## config.mk

```make
export PLATFORM = sky130hd
export DESIGN_NAME = error_norm_accumulator
export DESIGN_NICKNAME = d
export VERILOG_FILES = /design/src/sv/enacc_pkg.sv /design/src/sv/enacc_isqrt.sv /design/src/sv/enacc_div.sv /design/src/sv/error_norm_accumulator.sv
export SDC_FILE = /design/constraint.sdc
export NUM_CORES = 2
export LEC_CHECK = 0
export BUFFER_PORTS_ARGS = -buffer_cell sky130_fd_sc_hd__buf_2
export CAP_MARGIN = 20
export CORE_ASPECT_RATIO = 1.2
export CORE_MARGIN = 4
export CORE_UTILIZATION = 25
export DETAILED_ROUTE_END_ITERATION = 10
export PLACE_DENSITY = 0.39
export RECOVER_POWER = 25
export SETUP_SLACK_MARGIN = 0.05
export SYNTH_ARGS = -nofsm -noshare
export SYNTH_HDL_FRONTEND = slang
export SYNTH_SLANG_ARGS = --single-unit
```

## constraint.sdc

```tcl
create_clock -name clock -period 21.5 [get_ports clock]
set_input_delay 4.3 -clock clock [delete_from_list [all_inputs] [get_ports clock]]
set_output_delay 4.3 -clock clock [all_outputs]
set_load 0.03 [all_outputs]
```

## src/sv/enacc_pkg.sv

```systemverilog
// enacc_pkg: shared types and constants for the error norm accumulator.
// No dependencies.
`timescale 1ns / 1ps
package enacc_pkg;

   localparam int MAX_CELLS_DEF   = 4096;
   localparam int SAMPLE_BITS_DEF = 24;
   localparam int CELL_BITS       = 13;
   localparam int SQ_BITS         = 62;
   localparam int ROOT_BITS       = 31;
   localparam int NUM_BITS        = 38;
   localparam int Q_SHIFT         = 16;
   localparam int Q_BITS          = 32;
   localparam logic [1:0] ONE_COMPONENT = 2'd1;
   localparam logic [1:0] COUNT_RESET   = 2'd2;

   typedef struct packed {
      logic signed [23:0] test_x;
      logic signed [23:0] ref_x;
      logic signed [23:0] test_y;
      logic signed [23:0] ref_y;
      logic               last_cell;
   } req_type;

   typedef struct packed {
      logic [36:0] abs_l1;
      logic [30:0] abs_l2;
      logic [23:0] abs_linf;
      logic [36:0] ref_l1;
      logic [29:0] ref_l2;
      logic [23:0] ref_linf;
      logic [31:0] rel_l1;
      logic [31:0] rel_l2;
      logic [31:0] rel_linf;
      logic [2:0]  zero_ref_mask;
      logic [12:0] cell_total;
   } rsp_type;

endpackage

```

## src/sv/enacc_isqrt.sv

```systemverilog
// enacc_isqrt: iterative floor square root, two radicand bits per cycle.
// Uses enacc_pkg.
`timescale 1ns / 1ps
module enacc_isqrt (
   input  logic                              clock,
   input  logic                              reset,
   input  logic                              start,
   input  logic [enacc_pkg::SQ_BITS-1:0]     value,
   output logic                              done,
   output logic [enacc_pkg::ROOT_BITS-1:0]   root
);
   localparam int RB = enacc_pkg::ROOT_BITS;
   localparam int SB = enacc_pkg::SQ_BITS;

   logic [RB+1:0]   rem_ff, rem_in;
   logic [RB-1:0]   root_ff, root_in;
   logic [SB-1:0]   val_ff, val_in;
   logic [4:0]      cnt_ff, cnt_in;
   logic            busy_ff, busy_in, done_ff, done_in;
   logic [RB+3:0]   rem_sh, trial;

   always_comb begin
      rem_sh  = {rem_ff, val_ff[SB-1:SB-2]};
      trial   = {2'b00, root_ff, 2'b01};
      rem_in  = rem_ff;
      root_in = root_ff;
      val_in  = val_ff;
      cnt_in  = cnt_ff;
      busy_in = busy_ff;
      done_in = 1'b0;
      if (start) begin
         rem_in  = '0;
         root_in = '0;
         val_in  = value;
         cnt_in  = 5'(RB - 1);
         busy_in = 1'b1;
      end else if (busy_ff) begin
         val_in = {val_ff[SB-3:0], 2'b00};
         if (rem_sh >= trial) begin
            rem_in  = (RB+2)'(rem_sh - trial);
            root_in = {root_ff[RB-2:0], 1'b1};
         end else begin
            rem_in  = (RB+2)'(rem_sh);
            root_in = {root_ff[RB-2:0], 1'b0};
         end
         cnt_in = cnt_ff - 5'd1;
         if (cnt_ff == '0) begin
            busy_in = 1'b0;
            done_in = 1'b1;
         end
      end
   end

   always_ff @(posedge clock) begin
      if (reset) begin
         busy_ff <= 1'b0;
         done_ff <= 1'b0;
      end else begin
         busy_ff <= busy_in;
         done_ff <= done_in;
      end
      rem_ff  <= rem_in;
      root_ff <= root_in;
      val_ff  <= val_in;
      cnt_ff  <= cnt_in;
   end

   assign done = done_ff;
   assign root = root_ff;
endmodule

```

## src/sv/enacc_div.sv

```systemverilog
// enacc_div: restoring divider, one quotient bit per cycle, Q16.16 saturating.
// Uses enacc_pkg.
`timescale 1ns / 1ps
module enacc_div (
   input  logic                             clock,
   input  logic                             reset,
   input  logic                             start,
   input  logic [enacc_pkg::NUM_BITS-1:0]   num,
   input  logic [enacc_pkg::NUM_BITS-1:0]   den,
   output logic                             done,
   output logic [enacc_pkg::Q_BITS-1:0]     quot
);
   localparam int NB = enacc_pkg::NUM_BITS;
   localparam int DB = enacc_pkg::NUM_BITS + enacc_pkg::Q_SHIFT;
   localparam int QB = enacc_pkg::Q_BITS;

   logic [NB-1:0] rem_ff, rem_in, den_ff, den_in;
   logic [DB-1:0] dvd_ff, dvd_in, q_ff, q_in;
   logic [5:0]    cnt_ff, cnt_in;
   logic          busy_ff, busy_in, done_ff, done_in;
   logic [NB:0]   rem_sh;

   always_comb begin
      rem_sh  = {rem_ff, dvd_ff[DB-1]};
      rem_in  = rem_ff;
      den_in  = den_ff;
      dvd_in  = dvd_ff;
      q_in    = q_ff;
      cnt_in  = cnt_ff;
      busy_in = busy_ff;
      done_in = 1'b0;
      if (start) begin
         rem_in  = '0;
         den_in  = den;
         dvd_in  = {num, {enacc_pkg::Q_SHIFT{1'b0}}};
         q_in    = '0;
         cnt_in  = 6'(DB - 1);
         busy_in = 1'b1;
      end else if (busy_ff) begin
         dvd_in = {dvd_ff[DB-2:0], 1'b0};
         if (rem_sh >= {1'b0, den_ff}) begin
            rem_in = NB'(rem_sh - {1'b0, den_ff});
            q_in   = {q_ff[DB-2:0], 1'b1};
         end else begin
            rem_in = NB'(rem_sh);
            q_in   = {q_ff[DB-2:0], 1'b0};
         end
         cnt_in = cnt_ff - 6'd1;
         if (cnt_ff == '0) begin
            busy_in = 1'b0;
            done_in = 1'b1;
         end
      end
   end

   always_ff @(posedge clock) begin
      if (reset) begin
         busy_ff <= 1'b0;
         done_ff <= 1'b0;
      end else begin
         busy_ff <= busy_in;
         done_ff <= done_in;
      end
      rem_ff <= rem_in;
      den_ff <= den_in;
      dvd_ff <= dvd_in;
      q_ff   <= q_in;
      cnt_ff <= cnt_in;
   end

   assign done = done_ff;
   assign quot = (|q_ff[DB-1:QB]) ? {QB{1'b1}} : q_ff[QB-1:0];
endmodule

```

## src/sv/error_norm_accumulator.sv

```systemverilog
// error_norm_accumulator: L1 / L2 / Linf error norms, absolute and relative.
// Uses enacc_pkg, enacc_isqrt, enacc_div.
// Flow: a cell is accepted in idle, then each component takes an error step and a
// reference step on one shared squarer (while under MAX_CELLS cells); a last cell adds
// two square roots (error, then reference), up to three divides and a step to load
// the result item. A new cell is accepted only in idle (req_stall is high otherwise).
// Reset: synchronous, clears accumulators, sets count_ff to 2.
`timescale 1ns / 1ps
module error_norm_accumulator #(
   parameter int MAX_CELLS   = enacc_pkg::MAX_CELLS_DEF,
   parameter int SAMPLE_BITS = enacc_pkg::SAMPLE_BITS_DEF
) (
   input  logic                clock,
   input  logic                reset,
   input  logic                req_valid,
   output logic                req_stall,
   input  enacc_pkg::req_type  req_payload,
   output logic                rsp_valid,
   input  logic                rsp_stall,
   output enacc_pkg::rsp_type  rsp_payload,
   input  logic                csr_wr_en,
   input  logic [1:0]          csr_wr_data
);
   localparam int SH = 24 - SAMPLE_BITS;
   localparam int CB = enacc_pkg::CELL_BITS;
   localparam int NB = enacc_pkg::NUM_BITS;

   typedef enum logic [2:0] {
      S_IDLE, S_ACC, S_SQD, S_SQR, S_DV1, S_DV2, S_DV3, S_DONE
   } state_type;

   state_type           state_ff;
   enacc_pkg::req_type  item_ff;
   enacc_pkg::rsp_type  rsp_ff;
   logic                rsp_valid_ff;
   logic [1:0]          count_ff;
   logic [1:0]          phase_ff;
   logic                go_ff;
   logic [37:0]         dabs_ff;
   logic [36:0]         rabs_ff;
   logic [61:0]         dsq_ff;
   logic [60:0]         rsq_ff;
   logic [23:0]         dpk_ff, rpk_ff;
   logic [CB-1:0]       cells_ff;
   logic [30:0]         l2d_ff, l2r_ff;
   logic [31:0]         rel1_ff, rel2_ff, rel3_ff;
   logic [2:0]          zmask_ff;

   logic signed [23:0]  t_raw, r_raw, t_s, r_s;
   logic signed [24:0]  diff;
   logic [23:0]         dmag, rmag, mag;
   logic [47:0]         sq;
   logic                last_phase;
   logic                sq_start, sq_done, dv_start, dv_done;
   logic [enacc_pkg::SQ_BITS-1:0] sq_val;
   logic [30:0]         sq_root;
   logic [NB-1:0]       dv_num, dv_den;
   logic [31:0]         dv_q;
   logic                den_zero;

   always_comb begin
      t_raw = phase_ff[1] ? item_ff.test_y : item_ff.test_x;
      r_raw = phase_ff[1] ? item_ff.ref_y : item_ff.ref_x;
      t_s   = $signed(t_raw << SH) >>> SH;
      r_s   = $signed(r_raw << SH) >>> SH;
      diff  = 25'(t_s) - 25'(r_s);
      dmag  = diff[24] ? 24'(-diff) : 24'(diff);
      rmag  = r_s[23] ? 24'(-25'(r_s)) : 24'(r_s);
      mag   = phase_ff[0] ? rmag : dmag;
      sq    = mag * mag;
      last_phase = (phase_ff == 2'd3) ||
                   (phase_ff == 2'd1 && count_ff == enacc_pkg::ONE_COMPONENT);
   end

   assign sq_val   = (state_ff == S_SQD) ? dsq_ff : {1'b0, rsq_ff};
   assign sq_start = (state_ff == S_SQD || state_ff == S_SQR) && !go_ff;

   always_comb begin
      unique case (state_ff)
         S_DV1: begin
            dv_num = dabs_ff;
            dv_den = {1'b0, rabs_ff};
         end
         S_DV2: begin
            dv_num = NB'(l2d_ff);
            dv_den = NB'(l2r_ff);
         end
         default: begin
            dv_num = NB'(dpk_ff);
            dv_den = NB'(rpk_ff);
         end
      endcase
      den_zero = (dv_den == '0);
   end

   assign dv_start = (state_ff == S_DV1 || state_ff == S_DV2 || state_ff == S_DV3)
                     && !go_ff && !den_zero;

   enacc_isqrt u_isqrt (
      .clock (clock), .reset (reset), .start (sq_start), .value (sq_val),
      .done (sq_done), .root (sq_root)
   );

   enacc_div u_div (
      .clock (clock), .reset (reset), .start (dv_start), .num (dv_num),
      .den (dv_den), .done (dv_done), .quot (dv_q)
   );

   always_ff @(posedge clock) begin
      if (reset) begin
         state_ff     <= S_IDLE;
         rsp_valid_ff <= 1'b0;
         count_ff     <= enacc_pkg::COUNT_RESET;
         phase_ff     <= '0;
         go_ff        <= 1'b0;
         dabs_ff      <= '0;
         rabs_ff      <= '0;
         dsq_ff       <= '0;
         rsq_ff       <= '0;
         dpk_ff       <= '0;
         rpk_ff       <= '0;
         cells_ff     <= '0;
      end else begin
         if (csr_wr_en) begin
            count_ff <= csr_wr_data;
         end
         if (rsp_valid_ff && !rsp_stall && state_ff != S_DONE) begin
            rsp_valid_ff <= 1'b0;
         end
         if (sq_start || dv_start) begin
            go_ff <= 1'b1;
         end
         unique case (state_ff)
            S_IDLE: begin
               if (req_valid) begin
                  item_ff  <= req_payload;
                  phase_ff <= '0;
                  state_ff <= S_ACC;
               end
            end
            S_ACC: begin
               if (cells_ff < CB'(MAX_CELLS)) begin
                  if (phase_ff[0]) begin
                     rabs_ff <= rabs_ff + 37'(mag);
                     rsq_ff  <= rsq_ff + 61'(sq);
                     if (mag > rpk_ff) rpk_ff <= mag;
                  end else begin
                     dabs_ff <= dabs_ff + 38'(mag);
                     dsq_ff  <= dsq_ff + 62'(sq);
                     if (mag > dpk_ff) dpk_ff <= mag;
                  end
                  if (last_phase) cells_ff <= cells_ff + CB'(1);
               end
               phase_ff <= phase_ff + 2'd1;
               if (last_phase || !(cells_ff < CB'(MAX_CELLS))) begin
                  state_ff <= item_ff.last_cell ? S_SQD : S_IDLE;
               end
            end
            S_SQD: begin
               if (sq_done) begin
                  l2d_ff   <= sq_root;
                  go_ff    <= 1'b0;
                  state_ff <= S_SQR;
               end
            end
            S_SQR: begin
               if (sq_done) begin
                  l2r_ff   <= sq_root;
                  go_ff    <= 1'b0;
                  state_ff <= S_DV1;
               end
            end
            S_DV1: begin
               if (den_zero || dv_done) begin
                  rel1_ff     <= den_zero ? '1 : dv_q;
                  zmask_ff[0] <= den_zero;
                  go_ff       <= 1'b0;
                  state_ff    <= S_DV2;
               end
            end
            S_DV2: begin
               if (den_zero || dv_done) begin
                  rel2_ff     <= den_zero ? '1 : dv_q;
                  zmask_ff[1] <= den_zero;
                  go_ff       <= 1'b0;
                  state_ff    <= S_DV3;
               end
            end
            S_DV3: begin
               if (den_zero || dv_done) begin
                  rel3_ff     <= den_zero ? '1 : dv_q;
                  zmask_ff[2] <= den_zero;
                  go_ff       <= 1'b0;
                  state_ff    <= S_DONE;
               end
            end
            S_DONE: begin
               if (!rsp_valid_ff || !rsp_stall) begin
                  rsp_ff.abs_l1        <= dabs_ff[36:0];
                  rsp_ff.abs_l2        <= l2d_ff;
                  rsp_ff.abs_linf      <= dpk_ff;
                  rsp_ff.ref_l1        <= rabs_ff;
                  rsp_ff.ref_l2        <= l2r_ff[29:0];
                  rsp_ff.ref_linf      <= rpk_ff;
                  rsp_ff.rel_l1        <= rel1_ff;
                  rsp_ff.rel_l2        <= rel2_ff;
                  rsp_ff.rel_linf      <= rel3_ff;
                  rsp_ff.zero_ref_mask <= zmask_ff;
                  rsp_ff.cell_total    <= 13'(cells_ff);
                  rsp_valid_ff         <= 1'b1;
                  dabs_ff  <= '0;
                  rabs_ff  <= '0;
                  dsq_ff   <= '0;
                  rsq_ff   <= '0;
                  dpk_ff   <= '0;
                  rpk_ff   <= '0;
                  cells_ff <= '0;
                  state_ff <= S_IDLE;
               end
            end
            default: state_ff <= S_IDLE;
         endcase
      end
   end

   assign req_stall   = (state_ff != S_IDLE);
   assign rsp_valid   = rsp_valid_ff;
   assign rsp_payload = rsp_ff;
endmodule

```

# ---- Word-level counts from Yosys, hierarchy flattened
# Cells that the tools add are included.
# Widths: inputs -> output; s select.
dict set report classes {
  n_addsub 13
  n_mul 1
  order_cmp 5
  eq_ne 25
  n_mux 74
  bitwise 3
  reduce_logical 47
}
# operator count
set ops {}
lappend ops {{$mux 62} 6}
lappend ops {{$mux 24} 12}
lappend ops {{$mux 61} 3}
lappend ops {{$mux 38} 4}
lappend ops {{$pmux 38 s2} 2}
lappend ops {{$pmux 37 s2} 2}
lappend ops {{$pmux 62 s2} 1}
lappend ops {{$pmux 61 s2} 1}
lappend ops {{$mux 37} 3}
lappend ops {{$mux 54} 2}
lappend ops {{$pmux 24 s2} 2}
lappend ops {{$mux 32} 2}
lappend ops {{$add 62x48->62} 1}
lappend ops {{$add 61x48->61} 1}
lappend ops {{$gt 24x24->1} 2}
lappend ops {{$mul 24x24->48} 1}
lappend ops {{$neg 24->24} 2}
lappend ops {{$ge 39x38->1} 1}
lappend ops {{$mux 13} 3}
lappend ops {{$add 38x24->38} 1}
lappend ops {{$logic_not 38->1} 1}
lappend ops {{$sub 38x38->38} 1}
lappend ops {{$add 37x24->37} 1}
lappend ops {{$ge 35x33->1} 1}
lappend ops {{40 further kinds} 112}
dict set report totals {
  register_bits 1130
  input_bits 104
  output_inout_bits 297
  elab_cells 217
}

# ---- Logic depth before layout (Yosys ltp)
dict set report depth {
  depth_word 10
  depth_mapped 63
  mapped_depth_nobuf 55
}

# ---- Hierarchy
# Synthesis repeated with hierarchy kept, for this count alone.
dict set report hier_totals {
  cells_unflattened 6881
  hier_area_um2 71916.5
}
# mod n_inst cells_per_inst area_each_um2
set by_module_without_submodules {}
lappend by_module_without_submodules {error_norm_accumulator 1 5276 55479.5}
lappend by_module_without_submodules {enacc_div 1 889 8976.1}
lappend by_module_without_submodules {enacc_isqrt 1 716 7460.9}

# ---- Worst setup path before layout
# OpenSTA, ideal clock, no wires.
dict set report synth_path {
  path_type {input-to-reg}
  from {input port reset}
  to {register rsp_ff (netlist bit rsp_payload[0]), enable pin}
  setup_ps 959
  arrival_ps 17111
  path_slack_ps 3431
  stages 4
  path_cell_list {clkbuf_1 > clkbuf_1 > clkbuf_1 > nor2_1}
}
dict set report synth_via {
  elab_chain_len 2
}
# element line_no
set synth_rtl {}
lappend synth_rtl {{from (decl)} error_norm_accumulator.sv:14} ;# input logic reset,
lappend synth_rtl {{$not 1->1 (no source line)} -}
lappend synth_rtl {{$reduce_and 3->1 (no source line)} -}
lappend synth_rtl {{to (decl)} error_norm_accumulator.sv:34} ;# enacc_pkg::rsp_type rsp_ff;
# Every way passes these cells.
# A chain may end at the register's enable or synchronous reset.

# ---- Worst setup path in the final report
dict set report layout_path {
  from {register phase_ff[1]}
  to {register rsq_ff[54]}
}
dict set report layout_via {
  elab_chain_len 10
}
# element line_no
set layout_rtl {}
lappend layout_rtl {{from (decl)} error_norm_accumulator.sv:37} ;# logic [1:0] phase_ff;
lappend layout_rtl {{from (signal assigned)} error_norm_accumulator.sv:154} ;# phase_ff <= phase_ff + 2'd1;
lappend layout_rtl {{$mux 24, on equally long branches} {error_norm_accumulator.sv:62, error_norm_accumulator.sv:63}}
lappend layout_rtl {{$sub 24x24->25} error_norm_accumulator.sv:66} ;# diff = 25'(t_s) - 25'(r_s);
lappend layout_rtl {{$neg 24->24} error_norm_accumulator.sv:67} ;# dmag = diff[24] ? 24'(-diff) : 24'(diff);
lappend layout_rtl {{$mux 24} error_norm_accumulator.sv:67}
lappend layout_rtl {{$mux 24 (*)} error_norm_accumulator.sv:69} ;# mag = phase_ff[0] ? rmag : dmag;
lappend layout_rtl {{$mul 24x24->48 (*)} error_norm_accumulator.sv:70} ;# sq = mag * mag;
lappend layout_rtl {{$add 61x48->61 (*)} error_norm_accumulator.sv:145} ;# rsq_ff <= rsq_ff + 61'(sq);
lappend layout_rtl {{$mux 61 (*)} error_norm_accumulator.sv:143} ;# if (phase_ff[0]) begin
lappend layout_rtl {{$mux 61 (*)} error_norm_accumulator.sv:142} ;# if (cells_ff < CB'(MAX_CELLS)) begin
lappend layout_rtl {{$pmux 61 s2 (*)} error_norm_accumulator.sv:133} ;# unique case (state_ff)
lappend layout_rtl {{to (signal assigned)} error_norm_accumulator.sv:145}
lappend layout_rtl {{to (decl)} error_norm_accumulator.sv:42} ;# logic [60:0] rsq_ff;
# Every way passes the cells marked *; elsewhere a longest branch is shown, timed or not. The select of a mux whose other input is x is not followed.

==> results.cfg <==
[yosys]
syn-cell-area_mm2 = 0.07114
syn_avg_cell_area_um2 = 10.22
synth_top_flop_cell = edfxtp_1
seq_area_frac_synth = 0.4148
synth_cell_types = 94
synth_warnings = 0
syn_inst = 6961
synth_nets = 7963
synthArstFlopShare = 0
synth_edf_count = 690
synth-seq-cells = 1129

[floorplan]
die_area_mm2 = 0.2932
core_area_mm2 = 0.2833
boundaryPins = 401
start_util = 0.2511
die_h_um = 592.4
row_count = 214
die_x_um = 495.0

[clocking]
cts-buffers-inserted = 147
clockRootBuffer = clkbuf_16
tritoncts = built
htree_levels = 4
cts_setup_buffers = 0
clockBufferDepth = 4
clock_sinks = 1129
path_clk_slew_ns = 0.06
cts_resized = 0
ctsHoldBuffers = 0
clk_latency_ns = 0.82

[setup_path]
cpMostUsedCell = fa_1
required_ns = 22.13
critPathKind = register to register
slowest_delay_ns = 0.67
r2r_slack_ns = 5.74
cp-start-kind = register
r2r-end = rsq_ff[54]
critPathArrivalTime_ns = 16.39
reg2reg_depth = 49
crit_path_top_delay_cell = buf_4
worstSetupEndpointType = register
r2r_start = phase_ff[1]
cp_max_fo = 57

[place]
place_area_mm2 = 0.07782
numPortBuffers = 400
place_congestion = 0.8630
dp_hpwl_um = 183600

[route]
first_pass_iters = 6
via_count = 52520
wl_per_cell_um = 21.61
drc = 0
ant_nets = 0
via_per_inst = 4.671
wirelength_um = 243000
drt-initial-drc-count = 3290

[timing]
slew_headroom = -0.9092
hold_ws_ns = 0.3885
slew_violations = 276
hold_violations = 0
period_share = 0.7329
tightest_slew_ns = 2.864
tns_ns = 0
clock.fmax_mhz = 63.46
finalSetupViolations = 0
skew_ns = 0.07618
layout_min_cycle_time_ns = 15.76
rsz0062_at_grt = no

[cells_and_area]
fin_area_mm2 = 0.08246
drive_gt1_frac = 0.1123
layout.nets = 8349
n_fill_cell = 29710
syn2layout_area_growth_pct = 15.91
utilization = 0.2911

[global_route]
grt_pass1_wl_um = 353800
grt_usage = 0.1612
antenna_found_initial = 25
grt_overflow = 0
grt_pass1_vias = 53360
grt_start_max_net_pins = 84

[worst_hold_path]
holdCritStartpoint = rel3_ff[4]
hp-class = register to register
hold_path_depth = 0
min_to = rsp_payload[20]

[status]
status = complete, but fails checks
violations = capacitance limit, slew limit

[flow_run]
max_cap_viol_count = 5
[state kept, by name, summed over array words and instances, names as in the netlist, 32 cells and up]
| register | flops |
|---|---|
| rsp_payload | 295 |
| item_ff | 97 |
| dsq_ff | 62 |
| u_isqrt.val_ff | 62 |
| rsq_ff | 61 |
| u_div.q_ff | 54 |
| dabs_ff | 38 |
| u_div.dvd_ff | 38 |
| u_div.rem_ff | 38 |
| rabs_ff | 37 |
| u_div.den_ff | 37 |
| u_isqrt.rem_ff | 33 |
| rel1_ff | 32 |
| rel2_ff | 32 |
| rel3_ff | 32 |
[cells in the final DEF, fill, tap and decap left out, types with 51 or more instances in the layout]
| cell | n |
|---|---|
| xor2_1 | 156 |
| nor2b_1 | 52 |
| nor2_1 | 608 |
| nand4_1 | 51 |
| nand2b_1 | 86 |
| nand2_1 | 598 |
| nor3_1 | 78 |
| fa_1 | 429 |
| xnor2_1 | 162 |
| a21oi_1 | 469 |
| buf_2 | 398 |
| buf_4 | 96 |
| edfxtp_1 | 690 |
| and3_1 | 52 |
| nand3_1 | 142 |
| mux2i_1 | 272 |
| dfxtp_1 | 434 |
| inv_1 | 707 |
| clkbuf_16 | 150 |
| a21o_1 | 174 |
| or3_1 | 68 |
| ha_1 | 469 |
| o21ai_0 | 343 |
[critical path: cells and delay by family, from the launching register on]
family	cells	cell delay [ns]
compound gates	19	5.77
fa+ha+maj	10	4.55
xor+xnor	2	0.34
simple gates	13	2.77
mux	1	0.42
flops	1	0.48
buf+inv	4	1.21
[per-layer routing]
layer	share of wire	track usage
met1	0.43	0.2077
met4	0.032	0.05097
met3	0.051	0.02489
met5	0.00013	0
met2	0.48	0.2767
[per-stage QoR]
stage          setup slack, ns  instances
2_1_floorplan            3.431       6961
5_1_grt                  4.480      11240
6_report                 5.743      11240
4_1_cts                  5.640      11230
3_3_place_gp             5.923      10970
3_5_place_dp             5.712      10980
[final cells by class]
class                      count  area, um^2  share of cell area
multi-input combinational   4835       37980              0.4606
sequential                  1129       29520              0.3580
clock inverter                70       725.7            0.008801
timing repair buffer         509        2800             0.03396
antenna                       10       25.02           0.0003035
clock buffer                 186        3949             0.04789
inverter                     725        2726             0.03306
tap                         3780        4730             0.05736
[synth_stat cells (all sizes together), types with 41 or more instances]
| cell | count | area (um^2) |
|---|---|---|
| nor3 | 84 | 430.4 |
| nand4 | 52 | 331.6 |
| a22oi | 48 | 360.4 |
| edfxtp | 690 | 20720 |
| mux2i | 275 | 2769 |
| nor2b | 53 | 339.1 |
| clkbuf | 215 | 807.0 |
| a21o | 174 | 1306 |
| o21ai | 355 | 1788 |
| and3 | 52 | 325.3 |
| dfxtp | 439 | 8788 |
| nand2b | 87 | 544.3 |
| nand3 | 143 | 715.7 |
| a21oi | 470 | 2352 |
| buf | 57 | 274.0 |
| xnor2 | 164 | 1451 |
| xor2 | 156 | 1366 |
| ha | 469 | 5868 |
| fa | 429 | 8588 |
| or3 | 68 | 425.4 |
| nor4 | 41 | 277.8 |
| nor2 | 619 | 2344 |
| nand2 | 601 | 2256 |
| inv | 721 | 2709 |
| a31oi | 42 | 262.8 |
[logic make-up (layout without fill, tap and decap cells)]
kind of cell    Yosys count  in the layout  synth area share
compound gates         1408           1408            0.1224
other cells               0             10                 0
mux                     299            299           0.04272
xor+xnor                320            320           0.03961
buf+inv                 997           1490           0.05348
fa+ha+maj               898            898            0.2032
flops                  1129           1129            0.4148
simple gates           1910           1910            0.1238
[worst max path at each step]
stage | endpoint | slack [ns] | start
final | rsq_ff[54] | 5.74 | phase_ff[1]
after global routing | rsq_ff[58] | 4.48 | phase_ff[1]
after detailed placement | rsq_ff[54] | 5.71 | phase_ff[1]
after CTS | rsq_ff[58] | 5.64 | phase_ff[1]
after global placement | rsq_ff[54] | 5.92 | phase_ff[1]
after floorplan | rsp_payload[0] | 3.43 | reset
Power is not shown: default switching activity piles up to over one toggle a cycle in this logic, so the estimate is an artifact.
